### src/hdl/rrfl_pkg.sv
// Package with the command codes and shared constants of the register renamer.
package rrfl_pkg;

    localparam logic [2:0] CMD_RENAME_DST = 3'd0;
    localparam logic [2:0] CMD_RENAME_SRC = 3'd1;
    localparam logic [2:0] CMD_COMPLETE   = 3'd2;
    localparam logic [2:0] CMD_RETIRE     = 3'd3;
    localparam logic [2:0] CMD_RECOVER    = 3'd4;
    localparam logic [2:0] CMD_QUERY      = 3'd5;
    localparam logic [2:0] CMD_READ_STAT  = 3'd6;
    localparam logic [2:0] CMD_CLEAR_STAT = 3'd7;

    localparam logic [1:0] CFG_SP    = 2'd0;
    localparam logic [1:0] CFG_FLAGS = 2'd1;
    localparam logic [1:0] CFG_IP    = 2'd2;

    localparam logic [5:0] SP_RESET    = 6'd6;
    localparam logic [5:0] FLAGS_RESET = 6'd25;
    localparam logic [5:0] IP_RESET    = 6'd26;

    localparam int          TALLY_W   = 2;
    localparam logic [1:0]  TALLY_MAX = 2'd3;
    localparam int          STAT_W    = 32;

endpackage

### src/hdl/rrfl_ram.sv
// Generic single-port-write, single-port-read RAM with a registered read.
module rrfl_ram #(
    parameter int WIDTH = 8,
    parameter int DEPTH = 64
) (
    input  logic                     i_clk,
    input  logic                     i_we,
    input  logic [$clog2(DEPTH)-1:0] i_waddr,
    input  logic [WIDTH-1:0]         i_wdata,
    input  logic [$clog2(DEPTH)-1:0] i_raddr,
    output logic [WIDTH-1:0]         o_rdata
);
    logic [WIDTH-1:0] r_mem [DEPTH];

    // Write port and registered read port.
    always_ff @(posedge i_clk) begin
        if (i_we) begin
            r_mem[i_waddr] <= i_wdata;
        end
        o_rdata <= r_mem[i_raddr];
    end
endmodule

### src/hdl/register_rename_free_list.sv
// Top level of the register renamer with alias tables and a FIFO free list.
// The tables sit in synchronous RAMs with a registered read and are read, modified, written back.
// An item passes S_RD1 and S_OUT before its result; a mapped source rename or a retire adds
// S_RD2, and a retire that frees a register also S_RD3. The next item is taken with that result
// unless the output stalls. A recover copies the committed map entry by entry through S_RCV_R
// and S_RCV_W. After reset a clearing pass fills the free list and clears all the metadata.
module register_rename_free_list #(
    parameter int ARCH_REGS = 64,
    parameter int PHYS_REGS = 128
) (
    input  logic        i_clk,
    input  logic        i_rst_n,
    input  logic        i_valid,
    output logic        o_stall,
    input  logic [2:0]  i_command,
    input  logic [5:0]  i_arch_idx,
    input  logic [6:0]  i_preg_idx,
    input  logic        i_producer_known,
    input  logic        i_producer_is_store,
    input  logic        i_producer_is_branch,
    input  logic [1:0]  i_stat_index,
    output logic        o_valid,
    input  logic        i_stall,
    output logic [6:0]  o_preg_out,
    output logic        o_status,
    output logic        o_reg_valid,
    output logic        o_arch_mapped,
    output logic [7:0]  o_free_count,
    output logic [31:0] o_stat_value,
    output logic        o_source_was_new,
    input  logic        i_cfg_valid,
    output logic        o_cfg_ready,
    input  logic [1:0]  i_cfg_index,
    input  logic [5:0]  i_cfg_data
);
    import rrfl_pkg::*;

    localparam int AW  = $clog2(ARCH_REGS);
    localparam int PW  = $clog2(PHYS_REGS);
    localparam int LW  = $clog2(PHYS_REGS + 1);
    localparam int MW  = PW + 1;
    localparam int OW  = AW;
    localparam int MDW = OW + 1 + 1 + TALLY_W;

    // Sequencer states.
    localparam logic [3:0] S_INIT  = 4'd0;
    localparam logic [3:0] S_IDLE  = 4'd1;
    localparam logic [3:0] S_RD1   = 4'd2;
    localparam logic [3:0] S_RD2   = 4'd3;
    localparam logic [3:0] S_RD3   = 4'd4;
    localparam logic [3:0] S_OUT   = 4'd5;
    localparam logic [3:0] S_RCV_R = 4'd6;
    localparam logic [3:0] S_RCV_W = 4'd7;

    typedef struct packed {
        logic [OW-1:0]      owner;
        logic               valid;
        logic               gpr;
        logic [TALLY_W-1:0] tally;
    } t_meta;

    logic [3:0]  r_state, n_state;
    logic [PW-1:0] r_ptr;
    logic [PW-1:0] r_head, r_tail;
    logic [LW-1:0] r_level;
    logic [5:0]  r_sp, r_flags, r_ip;
    logic [STAT_W-1:0] r_hist [4];

    logic [2:0]  r_cmd;
    logic [5:0]  r_arch;
    logic [6:0]  r_phys;
    logic        r_gpr_in;
    logic [1:0]  r_sidx;
    logic [MW-1:0] r_old;
    logic [PW-1:0] r_pop;
    logic [OW-1:0] r_own;

    logic        r_ovalid;
    logic [6:0]  r_o_phys;
    logic        r_o_status, r_o_regv, r_o_mapped, r_o_new;
    logic [31:0] r_o_stat;

    // Memory ports.
    logic          spec_we, com_we, fifo_we, meta_we;
    logic [AW-1:0] spec_wa, spec_ra, com_wa, com_ra;
    logic [MW-1:0] spec_wd, spec_rd, com_wd, com_rd;
    logic [PW-1:0] fifo_wa, fifo_ra, fifo_wd, fifo_rd;
    logic [PW-1:0] meta_wa, meta_ra;
    t_meta         meta_wd, meta_rd;

    // Valid bits of the two maps: an entry not yet written reads unmapped.
    logic [ARCH_REGS-1:0] r_spec_ok, r_com_ok;

    rrfl_ram #(.WIDTH(MW), .DEPTH(ARCH_REGS)) u_spec (
        .i_clk, .i_we(spec_we), .i_waddr(spec_wa), .i_wdata(spec_wd),
        .i_raddr(spec_ra), .o_rdata(spec_rd));
    rrfl_ram #(.WIDTH(MW), .DEPTH(ARCH_REGS)) u_com (
        .i_clk, .i_we(com_we), .i_waddr(com_wa), .i_wdata(com_wd),
        .i_raddr(com_ra), .o_rdata(com_rd));
    rrfl_ram #(.WIDTH(PW), .DEPTH(PHYS_REGS)) u_fifo (
        .i_clk, .i_we(fifo_we), .i_waddr(fifo_wa), .i_wdata(fifo_wd),
        .i_raddr(fifo_ra), .o_rdata(fifo_rd));
    rrfl_ram #(.WIDTH(MDW), .DEPTH(PHYS_REGS)) u_meta (
        .i_clk, .i_we(meta_we), .i_waddr(meta_wa), .i_wdata(meta_wd),
        .i_raddr(meta_ra), .o_rdata(meta_rd));

    logic in_acc, arch_ok, phys_ok;
    logic [MW-1:0] spec_val, com_val;
    logic spec_m, com_m;
    assign o_stall     = (r_state != S_IDLE) || (r_ovalid && i_stall);
    assign in_acc      = i_valid && !o_stall;
    assign o_cfg_ready = (r_state == S_IDLE);
    assign arch_ok     = ({1'b0, r_arch} < 7'(ARCH_REGS));
    assign phys_ok     = ({1'b0, r_phys} < 8'(PHYS_REGS));
    assign spec_m      = r_spec_ok[r_arch[AW-1:0]] && spec_rd[MW-1];
    assign com_m       = r_com_ok[r_own] && com_rd[MW-1];
    assign spec_val    = spec_rd;
    assign com_val     = com_rd;

    // Sequencer and memory control.
    always_comb begin
        n_state = r_state;
        spec_we = 1'b0; spec_wa = r_arch[AW-1:0]; spec_wd = '0;
        spec_ra = in_acc ? i_arch_idx[AW-1:0] : r_arch[AW-1:0];
        com_we  = 1'b0; com_wa = r_arch[AW-1:0]; com_wd = '0;
        com_ra  = r_own;
        fifo_we = 1'b0; fifo_wa = r_tail; fifo_wd = '0; fifo_ra = r_head;
        meta_we = 1'b0; meta_wa = r_phys[PW-1:0]; meta_wd = meta_rd;
        meta_ra = in_acc ? i_preg_idx[PW-1:0] : r_phys[PW-1:0];
        case (r_state)
            S_INIT: begin
                fifo_we = 1'b1; fifo_wa = r_ptr; fifo_wd = r_ptr;
                meta_we = 1'b1; meta_wa = r_ptr; meta_wd = '0;
                if (r_ptr == PW'(PHYS_REGS - 1)) n_state = S_IDLE;
            end
            S_IDLE: begin
                if (in_acc) begin
                    if (i_command == CMD_RECOVER) n_state = S_RCV_R;
                    else n_state = S_RD1;
                end
            end
            S_RD1: begin
                // Reads of spec map, metadata and free list head are available.
                n_state = S_OUT;
                case (r_cmd)
                    CMD_RENAME_DST: begin
                        if (arch_ok && r_level != '0) begin
                            spec_we = 1'b1; spec_wd = {1'b1, fifo_rd};
                            meta_we = 1'b1; meta_wa = fifo_rd;
                            meta_wd = '{owner: r_arch[OW-1:0], valid: 1'b0,
                                        gpr: r_gpr_in, tally: '0};
                        end
                    end
                    CMD_RENAME_SRC: begin
                        if (arch_ok && spec_m) begin
                            meta_ra = spec_val[PW-1:0];
                            n_state = S_RD2;
                        end else if (arch_ok && r_level != '0) begin
                            spec_we = 1'b1; spec_wd = {1'b1, fifo_rd};
                            com_we = 1'b1; com_wd = {1'b1, fifo_rd};
                            meta_we = 1'b1; meta_wa = fifo_rd;
                            meta_wd = '{owner: r_arch[OW-1:0], valid: 1'b1,
                                        gpr: 1'b0, tally: '0};
                        end
                    end
                    CMD_COMPLETE: begin
                        if (phys_ok) begin
                            meta_we = 1'b1; meta_wd.valid = 1'b1;
                        end
                    end
                    CMD_RETIRE: begin
                        if (phys_ok) begin
                            com_ra = meta_rd.owner;
                            n_state = S_RD2;
                        end
                    end
                    default: ;
                endcase
            end
            S_RD2: begin
                if (r_cmd == CMD_RENAME_SRC) begin
                    meta_we = 1'b1; meta_wa = r_pop;
                    if (meta_rd.tally != TALLY_MAX) meta_wd.tally = meta_rd.tally + 1'b1;
                    n_state = S_OUT;
                end else begin
                    // Retire: install in committed map, fetch the old entry's metadata.
                    com_we = 1'b1; com_wa = r_own; com_wd = {1'b1, r_phys[PW-1:0]};
                    if (com_m) begin
                        meta_ra = com_val[PW-1:0];
                        n_state = S_RD3;
                    end else n_state = S_OUT;
                end
            end
            S_RD3: begin
                meta_we = 1'b1; meta_wa = r_old[PW-1:0]; meta_wd = '0;
                if (r_level != LW'(PHYS_REGS)) begin
                    fifo_we = 1'b1; fifo_wd = r_old[PW-1:0];
                end
                n_state = S_OUT;
            end
            S_OUT: begin
                n_state = S_IDLE;
            end
            S_RCV_R: begin
                com_ra = r_ptr[AW-1:0];
                n_state = S_RCV_W;
            end
            S_RCV_W: begin
                spec_we = 1'b1; spec_wa = r_ptr[AW-1:0]; spec_wd = com_rd;
                if (r_ptr[AW-1:0] == AW'(ARCH_REGS - 1)) n_state = S_OUT;
                else n_state = S_RCV_R;
            end
            default: n_state = S_IDLE;
        endcase
    end

    // Control registers.
    always_ff @(posedge i_clk) begin
        if (!i_rst_n) begin
            r_state <= S_INIT; r_ptr <= '0; r_head <= '0; r_tail <= '0;
            r_level <= LW'(PHYS_REGS);
            r_sp <= SP_RESET; r_flags <= FLAGS_RESET; r_ip <= IP_RESET;
            for (int k = 0; k < 4; k++) r_hist[k] <= '0;
            r_spec_ok <= '0; r_com_ok <= '0; r_ovalid <= 1'b0;
        end else begin
            r_state <= n_state;
            if (r_state == S_INIT) r_ptr <= r_ptr + 1'b1;
            if (r_state == S_IDLE) r_ptr <= '0;
            if (r_state == S_RCV_W) begin
                r_ptr <= r_ptr + 1'b1;
                r_spec_ok[r_ptr[AW-1:0]] <= r_com_ok[r_ptr[AW-1:0]];
            end
            if (i_cfg_valid && o_cfg_ready) begin
                case (i_cfg_index)
                    CFG_SP:    r_sp <= i_cfg_data;
                    CFG_FLAGS: r_flags <= i_cfg_data;
                    CFG_IP:    r_ip <= i_cfg_data;
                    default: ;
                endcase
            end
            if (spec_we && r_state == S_RD1) r_spec_ok[spec_wa] <= 1'b1;
            if (com_we) r_com_ok[com_wa] <= 1'b1;
            if (r_state == S_RD1 && spec_we) begin
                r_head <= r_head + 1'b1; r_level <= r_level - 1'b1;
            end
            if (fifo_we && r_state == S_RD3) begin
                r_tail <= r_tail + 1'b1; r_level <= r_level + 1'b1;
            end
            if (r_state == S_RD3 && meta_rd.gpr) r_hist[meta_rd.tally] <=
                r_hist[meta_rd.tally] + 1'b1;
            if (r_state == S_RD1 && r_cmd == CMD_CLEAR_STAT)
                for (int k = 0; k < 4; k++) r_hist[k] <= '0;
            if (r_state == S_OUT) r_ovalid <= 1'b1;
            else if (r_ovalid && !i_stall) r_ovalid <= 1'b0;
        end
    end

    // Item capture and result assembly.
    always_ff @(posedge i_clk) begin
        if (in_acc) begin
            r_cmd <= i_command; r_arch <= i_arch_idx; r_phys <= i_preg_idx;
            r_sidx <= i_stat_index;
            r_gpr_in <= i_producer_known && !i_producer_is_store &&
                        !i_producer_is_branch && i_arch_idx != r_sp &&
                        i_arch_idx != r_flags && i_arch_idx != r_ip;
            r_o_phys <= '0; r_o_status <= 1'b0; r_o_regv <= 1'b0;
            r_o_mapped <= 1'b0; r_o_new <= 1'b0; r_o_stat <= '0;
        end
        if (r_state == S_RD1) begin
            r_pop <= spec_val[PW-1:0];
            r_own <= meta_rd.owner;
            case (r_cmd)
                CMD_RENAME_DST: begin
                    if (arch_ok && r_level == '0) r_o_status <= 1'b1;
                    else if (arch_ok) r_o_phys <= 7'(fifo_rd);
                end
                CMD_RENAME_SRC: begin
                    if (arch_ok && spec_m) r_o_phys <= 7'(spec_val[PW-1:0]);
                    else if (arch_ok && r_level == '0) r_o_status <= 1'b1;
                    else if (arch_ok) begin
                        r_o_phys <= 7'(fifo_rd); r_o_new <= 1'b1;
                    end
                end
                CMD_QUERY: begin
                    r_o_regv <= phys_ok && meta_rd.valid;
                    if (arch_ok && spec_m) begin
                        r_o_mapped <= 1'b1; r_o_phys <= 7'(spec_val[PW-1:0]);
                    end
                end
                CMD_READ_STAT: r_o_stat <= r_hist[r_sidx];
                default: ;
            endcase
        end
        if (r_state == S_RD2) r_old <= com_val;
    end

    assign o_valid          = r_ovalid;
    assign o_preg_out       = r_o_phys;
    assign o_status         = r_o_status;
    assign o_reg_valid      = r_o_regv;
    assign o_arch_mapped    = r_o_mapped;
    assign o_free_count     = 8'(r_level);
    assign o_stat_value     = r_o_stat;
    assign o_source_was_new = r_o_new;

    // The free list level never exceeds the number of physical registers.
    a_level: assert property (@(posedge i_clk) disable iff (!i_rst_n)
        r_level <= LW'(PHYS_REGS)) else $error("free list overfull");
    // A fresh source register is never reported together with an empty list.
    a_new: assert property (@(posedge i_clk) disable iff (!i_rst_n)
        o_valid |-> !(o_source_was_new && o_status)) else $error("bad source result");
    // No item is accepted during the clearing pass.
    a_init: assert property (@(posedge i_clk) disable iff (!i_rst_n)
        (r_state == S_INIT) |-> o_stall) else $error("item during clear");
endmodule
### config.mk
export PLATFORM = sky130hd
export DESIGN_NAME = register_rename_free_list
export DESIGN_NICKNAME = d
export VERILOG_FILES = /design/src/hdl/rrfl_pkg.sv /design/src/hdl/rrfl_ram.sv /design/src/hdl/register_rename_free_list.sv
export SDC_FILE = /design/constraint.sdc
export NUM_CORES = 2
export LEC_CHECK = 0
export BUFFER_PORTS_ARGS = -buffer_cell sky130_fd_sc_hd__buf_2
export CAP_MARGIN = 30
export CORE_MARGIN = 2
export CORE_UTILIZATION = 63
export CTS_CLUSTER_SIZE = 14
export DETAILED_ROUTE_END_ITERATION = 8
export GPL_TIMING_DRIVEN = 0
export PLACE_DENSITY = 0.79
export SETUP_SLACK_MARGIN = 0.3
export SYNTH_ARGS = -nofsm -noshare
export SYNTH_HDL_FRONTEND = slang
export SYNTH_SLANG_ARGS = --single-unit
### constraint.sdc
create_clock -name i_clk -period 10.35 [get_ports i_clk]
set_input_delay 0 -clock i_clk [delete_from_list [all_inputs] [get_ports i_clk]]
set_output_delay 0 -clock i_clk [all_outputs]
set_load 0.005 [all_outputs]
==> results.json <==
{
  "wl_per_cell_um": 33.9,
  "r2r-start": "r_state[0]",
  "drt-initial-drc-count": 18681,
  "dieWidth_um": 490,
  "synth_cells": 10282,
  "vias_per_cell": 7.19,
  "io_buffers": 87,
  "grt_max_degree": 99,
  "drive_above_1_share": 0.125,
  "place_congestion": 1.04,
  "fillerInstances": 14307,
  "placed_cells": 13671,
  "final_nets": 11053,
  "yosys_most_used_dff": "edfxtp_1",
  "met1_length_um": 164000,
  "fin_cells": 14452,
  "cts_resized": 0,
  "drtPass1Iterations": 9,
  "min_to": "r_state[2]",
  "grt_setup_unrepaired": "no",
  "max-vdd-ir-drop_v": 0.000158,
  "finalHoldViolations": 0,
  "r2r_slack_ns": 1.85,
  "skew_ns": 0.0969,
  "violations": "design-rule violations",
  "highest_layer": "met5",
  "critPathCaptureType": "flip-flop",
  "die_h_um": 490,
  "wl_met2_um": 221000,
  "cp-start-kind": "flip-flop",
  "wl_met3_um": 67300,
  "cts_htree_levels": 5,
  "arrival_ns": 9.42,
  "critical_path_class": "flip-flop to flip-flop",
  "crit_path_max_fanout": 10,
  "ys_seq_area_frac": 0.712,
  "hold_path_class": "primary input to flip-flop",
  "area_growth_pct": 13.2,
  "core_um2": 235000,
  "fin_area_um2": 169000,
  "avgSynthCellArea_um2": 14.5,
  "syn_nets": 10327,
  "worstHoldStart": "i_command[1]",
  "synth_edf_count": 3354,
  "slew_viol_final": 0,
  "maxSlewHeadroom": 0.0153,
  "grt_overflow": 0,
  "async_reset_ff_frac": 0,
  "postCtsSetupBuffers": 0,
  "clock_sink_count": 3624,
  "track_usage": 0.399,
  "crit_path_start": "r_state[0]",
  "die-area_um2": 240000,
  "p_leak_nw": 52.8,
  "r2r-end": "u_meta.o_rdata[5]",
  "worstRegToRegCells": 15,
  "period_share": 0.821,
  "syn-cell-area_um2": 149000,
  "vias": 103940,
  "drc": 1,
  "grt_pass1_wl_um": 694000,
  "antenna_found_initial": 20,
  "ys_types": 91,
  "power_per_cell_area_nw_per_um2": 190,
  "synth_warnings": 0,
  "tightest_slew_ns": 1.48,
  "numCtsBuffers": 369,
  "cts_buffer_depth": 4,
  "min_path_cells": 4,
  "dp_hpwl_um": 318000,
  "min_period_ns": 8.50,
  "synth-seq-cells": 3624,
  "whs_ns": 0.0405,
  "fmax_mhz": 118,
  "start_util": 0.634,
  "clk_pin_slew_ns": 0.06,
  "critPathRequiredTime_ns": 11.27,
  "placed_area_um2": 156000,
  "clkLatencyLatePin_ns": 1.04,
  "status": "complete, but fails checks",
  "cts_tree": "done",
  "final_antenna_net_count": 0,
  "cts-root-buf": "clkbuf_16",
  "maxCapViolCount": 0,
  "final_core_util": 0.717,
  "wl_um": 490000,
  "setup_viol": 0,
  "ios": 88,
  "placementRows": 178,
  "grt_pass1_vias": 99589
}
worst max path at each step:
stage,end
after floorplan,u_meta.r_mem[0][3]
after global placement,u_meta.r_mem[71][3]
after detailed placement,u_meta.o_rdata[4]
after CTS,u_meta.o_rdata[4]
after global routing,u_meta.o_rdata[5]
final,u_meta.o_rdata[5]
critical path: stages, from the launching register on:
cell and delay (ns):
dfxtp_1 0.31, clkbuf_1 0.40, nor3b_2 0.96, nand3_1 0.74
inv_2 0.52, mux2i_1 0.34, nand2_1 0.12, o22ai_2 0.77
clkbuf_1 1.00, clkbuf_1 0.60, o21ai_0 0.21, a32oi_1 0.31
nor3_1 0.08, nor4_1 0.86, nand4_1 0.66, and4b_1 0.50
cell usage in the layout, fill, tap and decap left out, types with 39 or more instances in the layout:
master / n
edfxtp_1: 3354
a311oi_1: 175
clkbuf_1: 634
and3_1: 213
mux2i_1: 216
buf_4: 110
o21ai_0: 322
a31oi_1: 118
nor3_1: 54
clkinv_2: 63
dfxtp_1: 270
dlygate4sd3_1: 56
nor2_1: 810
a21oi_1: 311
nand2_1: 1343
buf_1: 94
a22o_1: 39
clkbuf_16: 381
buf_8: 47
o22ai_1: 89
a211oi_1: 371
clkinv_1: 53
nand3_1: 488
and2_1: 152
a32oi_1: 273
mux4_2: 388
buf_2: 184
xor2_1: 40
routing by layer:
metal,vias to the layer above,track usage
met5,-,0
met4,20,0.250
met1,50877,0.517
li1,41542,-
met2,9551,0.606
met3,1950,0.106
timing repair:
item | CTS | global route
hold buffers | 56 | 0
endpoints found under the setup margin | 0 | 0
endpoints found under the hold margin | 46 | 0
flip-flops by register name, summed over array words and instances, names as in the netlist, 7 cells and up, named ones only:
signal	count
r_hist	128
o_preg_out	7
u_spec.r_mem	512
u_fifo.r_mem	896
r_pop	7
u_fifo.o_rdata	7
u_com.r_mem	512
r_old	7
fifo_ra	7
r_com_ok	64
u_spec.o_rdata	8
r_tail	7
u_com.o_rdata	8
o_free_count	8
r_phys	7
r_spec_ok	64
r_ptr	7
o_stat_value	32
u_meta.r_mem	1280
u_meta.o_rdata	10
per-stage QoR:
stage               worst slack [ns]  setup TNS [ns]  total power, mW
floorplan                       1.51               0             17.8
global placement               -8.29        -2584.81             18.8
detailed placement              2.66               0             18.9
CTS                             2.68               0             31.8
global route                    2.23               0             32.6
finish                          1.85               0             32.1
cell usage after synthesis, drive strengths merged (213+ instances only):
cell type | number | area (um2)
clkbuf | 544 | 2040
dfxtp | 270 | 5410
o21ai | 327 | 1640
edfxtp | 3354 | 101000
nand2 | 1356 | 5090
nand3 | 492 | 2480
a211oi | 373 | 2810
mux4 | 388 | 8740
a32oi | 273 | 2390
and3 | 213 | 1330
mux2i | 218 | 2190
a21oi | 312 | 1570
nor2 | 814 | 3070
final cells by class:
class	instances	area (um2)	area share
sequential	3624	106000	0.629
multi-input combinational	5879	40000	0.237
clock buffer	483	10000	0.0595
tap	3150	3940	0.0234
timing repair buffer	355	3590	0.0213
buffer	751	3030	0.0180
clock inverter	172	1780	0.0106
inverter	28	105	0.000623
antenna	10	25.0	0.000148
power breakdown:
part	switching [mW]	leakage, nW	internal (mW)	total, mW
Sequential	0.112	29.4	16.0	16.1
Clock	5.69	5.78	7.65	13.3
Combinational	1.92	17.6	0.755	2.68
logic make-up after synthesis:
kind of cell | count (synthesis) | synth area share
buffers and inverters | 779 | 0.0211
xor gates and xnor gates | 70 | 0.00411
DFF | 3624 | 0.712
AOI/OAI and AO/OA | 1939 | 0.0911
muxes | 626 | 0.0749
and+or+nand+nor | 3233 | 0.0958
adders and majority gates | 11 | 0.000974
Power figures use the tool's default switching activity.
